==> src/sv/sorted_key_value_table_defines.svh <==
`ifndef SORTED_KEY_VALUE_TABLE_DEFINES_SVH
`define SORTED_KEY_VALUE_TABLE_DEFINES_SVH
// assertion helpers
`define SKV_ASSERT_IMPL(label, clk, rst, a, c) \
  label: assert property (@(posedge clk) disable iff (rst) (a) |-> (c)) \
    else $error("skv check failed");
`define SKV_ASSERT_NEXT(label, clk, rst, a, c) \
  label: assert property (@(posedge clk) disable iff (rst) (a) |=> (c)) \
    else $error("skv check failed");
`endif

==> src/sv/skvt_pkg.sv <==
package skvt_pkg;
  localparam int Capacity = 64;
  localparam int IdxW = $clog2(Capacity);
  localparam int CntW = $clog2(Capacity + 1);

  typedef enum logic [2:0] {
    CMD_GET = 3'd0, CMD_PUT = 3'd1, CMD_REMOVE_KEY = 3'd2,
    CMD_REMOVE_AT = 3'd3, CMD_INDEX_KEY = 3'd4, CMD_INDEX_VALUE = 3'd5
  } cmd_t;

  typedef enum logic [1:0] {
    ST_OK = 2'd0, ST_NOT_FOUND = 2'd1, ST_FULL = 2'd2, ST_RANGE = 2'd3
  } status_t;

  typedef enum logic [3:0] {
    S_IDLE, S_SRCH, S_SRCH_WAIT, S_SRCH_CHK, S_VSCAN, S_VSCAN_WAIT,
    S_DECIDE, S_READ_VAL, S_READ_WAIT, S_SHIFT, S_SHIFT_WAIT, S_WRITE, S_OUT
  } state_t;

  typedef enum logic [2:0] {
    OP_NONE, OP_INIT, OP_PROBE, OP_PROBE_CHK, OP_VPROBE, OP_WRITE, OP_SHIFT_RD
  } op_t;

  typedef struct packed {
    op_t op;
    logic insert;
    logic shift_wr;
    logic shift_step;
  } dp_cmd_t;

  typedef struct packed {
    logic search_done;
    logic hit;
    logic vhit;
    logic vdone;
    logic shift_done;
  } dp_stat_t;
endpackage

==> src/sv/skvt_ctrl.sv <==
module skvt_ctrl (
  input  logic clk,
  input  logic rst,
  input  logic in_valid,
  output logic in_ready,
  output logic out_valid,
  input  logic out_ready,
  output logic in_take,
  output logic res_load,
  output skvt_pkg::dp_cmd_t cmd,
  input  skvt_pkg::dp_stat_t stat,
  input  logic [2:0] command,
  input  logic pos_ok,
  input  logic full
);
  skvt_pkg::state_t state, state_next;
  logic out_valid_next;

  always_ff @(posedge clk) begin
    if (rst) begin
      state <= skvt_pkg::S_IDLE;
      out_valid <= 1'b0;
    end else begin
      state <= state_next;
      out_valid <= out_valid_next;
    end
  end

  always_comb begin
    state_next = state;
    cmd = '0;
    res_load = 1'b0;
    in_ready = 1'b0;
    in_take = 1'b0;
    out_valid_next = out_valid && !out_ready;
    case (state)
      skvt_pkg::S_IDLE: begin
        in_ready = !out_valid || out_ready;
        in_take = in_valid && in_ready;
        if (in_take) state_next = skvt_pkg::S_SRCH;
      end
      skvt_pkg::S_SRCH: begin
        cmd.op = skvt_pkg::OP_INIT;
        state_next = (command == skvt_pkg::CMD_INDEX_VALUE) ?
                     skvt_pkg::S_VSCAN : skvt_pkg::S_SRCH_WAIT;
      end
      skvt_pkg::S_SRCH_WAIT: begin
        cmd.op = skvt_pkg::OP_PROBE;
        state_next = stat.search_done ? skvt_pkg::S_DECIDE : skvt_pkg::S_SRCH_CHK;
      end
      skvt_pkg::S_SRCH_CHK: begin
        cmd.op = skvt_pkg::OP_PROBE_CHK;
        state_next = skvt_pkg::S_SRCH_WAIT;
      end
      skvt_pkg::S_VSCAN: begin
        state_next = stat.vdone ? skvt_pkg::S_OUT : skvt_pkg::S_VSCAN_WAIT;
      end
      skvt_pkg::S_VSCAN_WAIT: begin
        cmd.op = skvt_pkg::OP_VPROBE;
        state_next = skvt_pkg::S_VSCAN;
      end
      skvt_pkg::S_DECIDE: begin
        cmd.shift_step = 1'b1;
        state_next = skvt_pkg::S_READ_VAL;
      end
      skvt_pkg::S_READ_VAL: begin
        state_next = skvt_pkg::S_OUT;
        case (command)
          skvt_pkg::CMD_PUT: begin
            if (stat.hit) state_next = skvt_pkg::S_WRITE;
            else if (!full) state_next = skvt_pkg::S_SHIFT;
          end
          skvt_pkg::CMD_REMOVE_KEY: if (stat.hit) state_next = skvt_pkg::S_READ_WAIT;
          skvt_pkg::CMD_REMOVE_AT: if (pos_ok) state_next = skvt_pkg::S_READ_WAIT;
          default: ;
        endcase
      end
      skvt_pkg::S_READ_WAIT: begin
        cmd.insert = 1'b1;
        state_next = skvt_pkg::S_SHIFT;
      end
      skvt_pkg::S_SHIFT: begin
        cmd.insert = (command == skvt_pkg::CMD_PUT);
        cmd.op = skvt_pkg::OP_SHIFT_RD;
        if (stat.shift_done && cmd.insert) state_next = skvt_pkg::S_WRITE;
        else begin
          cmd.shift_step = 1'b1;
          state_next = stat.shift_done ? skvt_pkg::S_OUT : skvt_pkg::S_SHIFT_WAIT;
        end
      end
      skvt_pkg::S_SHIFT_WAIT: begin
        cmd.insert = (command == skvt_pkg::CMD_PUT);
        cmd.shift_wr = 1'b1;
        state_next = skvt_pkg::S_SHIFT;
      end
      skvt_pkg::S_WRITE: begin
        cmd.op = skvt_pkg::OP_WRITE;
        cmd.insert = !stat.hit;
        state_next = skvt_pkg::S_OUT;
      end
      skvt_pkg::S_OUT: begin
        if (!out_valid || out_ready) begin
          res_load = 1'b1;
          out_valid_next = 1'b1;
          state_next = skvt_pkg::S_IDLE;
        end
      end
      default: state_next = skvt_pkg::S_IDLE;
    endcase
  end
endmodule

==> config.mk <==
export PLATFORM = sky130hd
export DESIGN_NAME = skvt_ctrl
export DESIGN_NICKNAME = d
export VERILOG_FILES = /design/src/sv/sorted_key_value_table_defines.svh /design/src/sv/skvt_pkg.sv /design/src/sv/skvt_ctrl.sv
export SDC_FILE = /design/constraint.sdc
export NUM_CORES = 1
export LEC_CHECK = 0
export ABC_CLOCK_PERIOD_IN_PS = 1340
export BUFFER_PORTS_ARGS = -buffer_cell sky130_fd_sc_hd__buf_2
export CORE_AREA = 2 2 39 41
export CTS_CLUSTER_DIAMETER = 150
export DETAILED_ROUTE_END_ITERATION = 10
export DIE_AREA = 0 0 41 43
export GPL_TIMING_DRIVEN = 0
export PLACE_DENSITY = 0.72
export SLEW_MARGIN = 20
export SYNTH_ARGS = -nofsm -noshare
export SYNTH_HDL_FRONTEND = slang
export SYNTH_SLANG_ARGS = --single-unit
==> constraint.sdc <==
create_clock -name clk -period 1.34 [get_ports clk]
set_input_delay 0.201 -clock clk [delete_from_list [all_inputs] [get_ports clk]]
set_output_delay 0.201 -clock clk [all_outputs]
set_load 0.05 [all_outputs]
==> out/metrics.cfg, run 1 <==
[cts]
cts_root_buffer=clkbuf_4
ctsHoldBuffers=0
clock_latency_ns=0.23
cts_tree=yes
path_clk_slew_ns=0.04
cts_max_path_buffers=2
cts_buffers=3
htreeDepth=1
cts_sinks=5

[floorplan]
die_h_microns=43
rows=14
die-area_sq_um=1760
core_area_sq_um=1380
initial_utilization_pct=40.5
die_x_microns=41
ios=24

[placed_design]
portBuffers=22
placedInstanceArea_sq_um=827
place_inst=120
gp_congestion=0.816
dp_slack_ns=-0.311
dp_hpwl_microns=1240

[timing]
rsz0062_at_grt=yes
drv_slew=0
finalSetupViolations=12
finalHoldViolCount=0
max_freq_mhz=602
worst_slack_ns=-0.322
final.setup.tns_ns=-2.28
fin_crit_sh_pct=124
clock_skew_ns=0.00111
tightest_slew_ns=0.496
worst_hold_slack_ns=0.190
period_needed_ns=1.66
slew_headroom_pct=66.5

[synthesis]
yosysTopAreaCell=dfxtp_1
ys.flop_type=dfxtp_1
synthTopCellsByArea=dfxtp_1 18%, a21oi_1 8.0%, nand2_1 6.0%, nor2_1 6.0%, nand2b_1 5.6%
syn-num-nets=96
synth_cells=82
synth-edff-count=0
syn_avg_cell_area_sq_um=6.84
synthMuxAreaShare_pct=0
synth_xor_area_share_pct=1.56
yosys.area_share.simple_pct=44.4
yosysSeqAreaShare_pct=17.9
postSynth.asyncResetShare_pct=0
netlist.area_leader.share_pct=17.9
synth_top_family_by_area=simple AND/OR/NAND/NOR gates
ys_types=35
synth-compound-area-share_pct=28.6
ys_ff_latch=5
yosysWarnings=0
synth_fa_ha_area_share_pct=0
syn_area_sq_um=561

[finish]
drive_above_1_share_pct=63.9
nets=137
fill_cells=70
antenna_cells=0
final_cell_count_no_fill=138
syn2layout_area_growth_pct=108
final_area_sq_um=1170

[critical_path]
start_kind=register
worstPathMaxFanout=7
r2r_slack_ns=-0.16
crit_arrival_ns=1.46
crit_chain=buf_6 -> buf_8 -> xnor2_2 -> nor2_2 -> a311oi_4 -> buf_6
required_ns=1.14
path_class=register to primary output
worstSetupEndpointType=primary output
cpMaxStageDelayCell=dfxtp_2
crit_family=buffers and inverters
cpPeakStageDelay_ns=0.31
critPathMostFrequentCell=buf_6
critPathBufInv=3

[routing]
wl_per_cell_microns=16.3
vias_per_cell=5.72
met2_length_microns=1200
routed_wl_microns=2250
vias=789
wl_met3_microns=69
drt-initial-drc-count=17
ant_nets=0
drtPass1Iterations=4
met1Wirelength_microns=937
routed.top_layer=met4
drc=0

[power]
power_density_nw_per_um2=1220
max-vdd-ir-drop_v=0.000913
leakagePower_nw=0.464

[grt]
track_usage_pct=26.1
grt_max_degree=11
antenna_found_initial=0
first_global_vias=754
gr-total-overflow=0
grt_pass1_wl_microns=3140

[run_status]
outcome=finished, violations left
violations=setup timing

[job]
drv_cap=0

[worst_hold_path]
hp-class=input port to register

cells in the final DEF, fill, tap and decap left out, types with 3 or more instances in the layout:
cell and count:
dfxtp_4 3, buf_2 13, a21oi_2 3, clkbuf_4 3
buf_8 6, a21oi_1 6, nor2b_1 3, nor2_1 4
nor2_4 4, nand2b_1 3, buf_4 10, buf_6 11
nand2_1 7, nor3b_2 3
routing by layer:
metal,vias to the layer above,global-route usage (%)
met5,-,0
li1,381,-
met3,6,3.66
met2,31,43.1
met4,0,12.0
met1,371,31.2
metrics by stage:
step | power (mW) | utilization (%)
detailed placement | 0.871 | 59.8
global route | 1.49 | 84.4
CTS | 1.26 | 76.4
floorplan | 0.745 | -
global placement | 0.855 | 59.8
finish | 1.43 | 84.4
where the power goes:
group	leakage (nW)	total [mW]	switching [mW]	internal [mW]
registers	0.0438	0.202	0.0289	0.173
logic	0.405	1.06	0.557	0.506
clock network	0.0150	0.165	0.0534	0.112
synthesized netlist by cell type, types with 2 or more instances:
cell type / instances
nor2_1: 9
a211o_1: 2
dfxtp_1: 5
inv_1: 2
o21ai_0: 2
nor3_1: 2
nand2b_1: 5
nor3b_1: 2
nor3b_2: 2
nand3_1: 2
clkbuf_1: 2
a21oi_1: 9
buf_2: 4
nor2b_1: 4
nand2_1: 9
o21ai_1: 2
final timing paths:
| path | from | to | cells after the start |
|---|---|---|---|
| worst min register to register | out_valid | out_valid | 2 |
| worst max register to register | state[1] | state[0] | 6 |
| worst max-delay path | state[1] | cmd[2] | 6 |
| worst min-delay path | rst | state[3] | 2 |
kinds of logic after synthesis:
family          Yosys count
simple gates             43
xor+xnor                  1
buf+inv                   9
compound gates           24
flops                     5
state kept, by name, summed over array words and instances (netlist names):
register,count
out_valid,1
state,4
repair_timing:
action,CTS,global route
gates resized for setup,35,23
endpoints found under the setup margin,9,12
buffers inserted,10,5
pin swaps,7,12
cell type report:
| class | count | area [sq um] | share of cell area [%] |
|---|---|---|---|
| multi-input combinational | 68 | 584 | 50.0 |
| inverter | 2 | 11.3 | 0.964 |
| buffer | 6 | 96.3 | 8.24 |
| sequential | 5 | 114 | 9.74 |
| clock buffer | 4 | 26.3 | 2.25 |
| tap | 16 | 20.0 | 1.71 |
| timing repair buffer | 37 | 317 | 27.1 |
No activity file was read; power rests on OpenSTA's default activity.
==> run 2, diff against run 1 <==
CTS_BUF_LIST = sky130_fd_sc_hd__clkbuf_16   (was default)
==> out/metrics.cfg, run 2 (synthesis gave the netlist of run 1 again) <==
[run_status]
outcome=finished, violations left
violations=setup timing

[floorplan]
initial_utilization_pct=40.5  ; unchanged
rows=14  ; unchanged
die_h_microns=43  ; unchanged
ios=24  ; unchanged
die-area_sq_um=1760  ; unchanged
core_area_sq_um=1380  ; unchanged
die_x_microns=41  ; unchanged

[critical_path]
r2r_start=state[3]
path_class=register to primary output
timing.rr.end=state[2]
worstSetupEndpointType=primary output
crit_arrival_ns=1.45  ; about the same
r2r_cells=6  ; unchanged
worstPathMaxFanout=3  ; -4
r2r_slack_ns=-0.26  ; -0.10 ns
start_kind=register
required_ns=1.14  ; about the same

[routing]
drc=0  ; unchanged
routed_wl_microns=2910  ; +29%
drt-initial-drc-count=50  ; +33
ant_nets=0  ; unchanged
wl_per_cell_microns=20.3  ; +25%
vias=921  ; +17%
drtPass1Iterations=4  ; unchanged
vias_per_cell=6.44  ; +13%

[finish]
final_cell_count_no_fill=143  ; +3.6%
final_common_cell=buf_4
top_register=state
nets=142  ; +3.6%
largest_reg_flops=4  ; unchanged
layout_common_cells=16 x buf_4, 13 x buf_2, 9 x buf_6, 8 x nand2_1
antenna_cells=0  ; unchanged
drive_above_1_share_pct=63.0  ; -0.94 points
post-route-util_pct=91.2  ; +6.8 points
syn2layout_area_growth_pct=125
final_area_sq_um=1260  ; +8.0%
top_regs=state x4, out_valid x1

[worst_hold_path]
hold_depth=2  ; unchanged
whs_endpoint=state[3]
hp-class=input port to register
hold_start=rst

[timing]
worst_slack_ns=-0.313  ; +0.00869 ns
fin_crit_sh_pct=123  ; -0.65 points
max_freq_mhz=605  ; +0.53%
period_needed_ns=1.65  ; -0.00869 ns
tightest_slew_ns=0.420  ; -0.0757 ns
rsz0062_at_grt=yes
clock_skew_ns=0.000760  ; -0.000352 ns
slew_headroom_pct=71.9  ; +5.3 points
finalSetupViolations=13  ; +1
drv_slew=0  ; unchanged
finalHoldViolCount=0  ; unchanged

[cts]
cts_buffers=3  ; unchanged
cts_tree=yes
clock_latency_ns=0.23  ; about the same
path_clk_slew_ns=0.03  ; about the same
cts_sinks=5  ; unchanged
cts_max_path_buffers=2  ; unchanged
htreeDepth=1  ; unchanged
cts_root_buffer=clkbuf_16

[power]
leakagePower_nw=0.523  ; +13%
finalPower_mw=1.81  ; +26%
power_density_nw_per_um2=1430  ; +17%
max-vdd-ir-drop_v=0.00142  ; +56%

[grt]
gr-total-overflow=0  ; unchanged
antenna_found_initial=0  ; unchanged
grt_max_degree=11  ; unchanged
track_usage_pct=33.2  ; +7.1 points
grt_pass1_wl_microns=4000  ; +27%
first_global_vias=845  ; +12%

[placed_design]
place_inst=120  ; unchanged
placedInstanceArea_sq_um=827  ; unchanged
dp_hpwl_microns=1240  ; unchanged
portBuffers=22  ; unchanged
dp_slack_ns=-0.311  ; unchanged
gp_congestion=0.816  ; unchanged

[job]
drv_cap=0  ; unchanged

run 2: changes by cell type in the layout (fill, tap and decap cells not counted), sizes merged:
| cell | before | now |
|---|---|---|
| buf | 41 | 46 |
| inv | 1 | 3 |
| clkbuf | 6 | 5 |
| clkinvlp | 1 | 0 |
run 2: per-layer routing:
layer  GRT usage [%]  share of wire (%)
met5               0                  0
met3            7.33                6.6
met1            42.4                 37
met2            52.2                 52
met4            12.0                4.3
run 2: cell type report:
class | count | area, sq um
Inverter | 2 | 7.51
Buffer | 6 | 103
Fill cell | 52 | 121
Clock inverter | 1 | 3.75
Tap cell | 16 | 20.0
Multi-Input combinational cell | 68 | 583
Timing Repair Buffer | 42 | 359
Clock buffer | 3 | 75.1
Sequential cell | 5 | 111
run 2: worst max path at each step:
stage | depth (start not counted) | endpoint | slack (ns) | startpoint
CTS | 6 | cmd[2] | -0.27 | state[1]
global placement | 6 | cmd[2] | -0.28 | state[1]
floorplan | 5 | in_take | -0.29 | state[1]
global route | 6 | cmd[2] | -0.40 | state[1]
finish | 7 | in_take | -0.31 | state[1]
detailed placement | 6 | cmd[2] | -0.31 | state[1]
run 2: repair_timing:
action,CTS,global route
cloned,0,0
pin swaps,10,5
endpoints found under the setup margin,9,13
hold buffers,0,0
gates resized for setup,42,13
buffers inserted,19,1
run 2: per-stage QoR:
step	TNS (ns)	hold slack [ns]
floorplan	-0.677	0.260
global placement	-0.666	0.431
detailed placement	-0.859	0.438
CTS	-2.01	0.197
global route	-2.97	0.227
finish	-2.42	0.213
run 2: power breakdown:
| group | switching [mW] | internal [mW] | leakage, nW |
|---|---|---|---|
| logic | 0.594 | 0.529 | 0.438 |
| registers | 0.0328 | 0.174 | 0.0435 |
| clock network | 0.0931 | 0.386 | 0.0423 |
| total | 0.720 | 1.09 | 0.523 |
run 2: critical path, cell delays in order (launching register included):
cell	delay (ns)
dfxtp_2	0.31
buf_6	0.13
buf_12	0.12
nor2_4	0.14
nand2_4	0.08
nor3_4	0.13
and2_4	0.17
buf_8	0.13
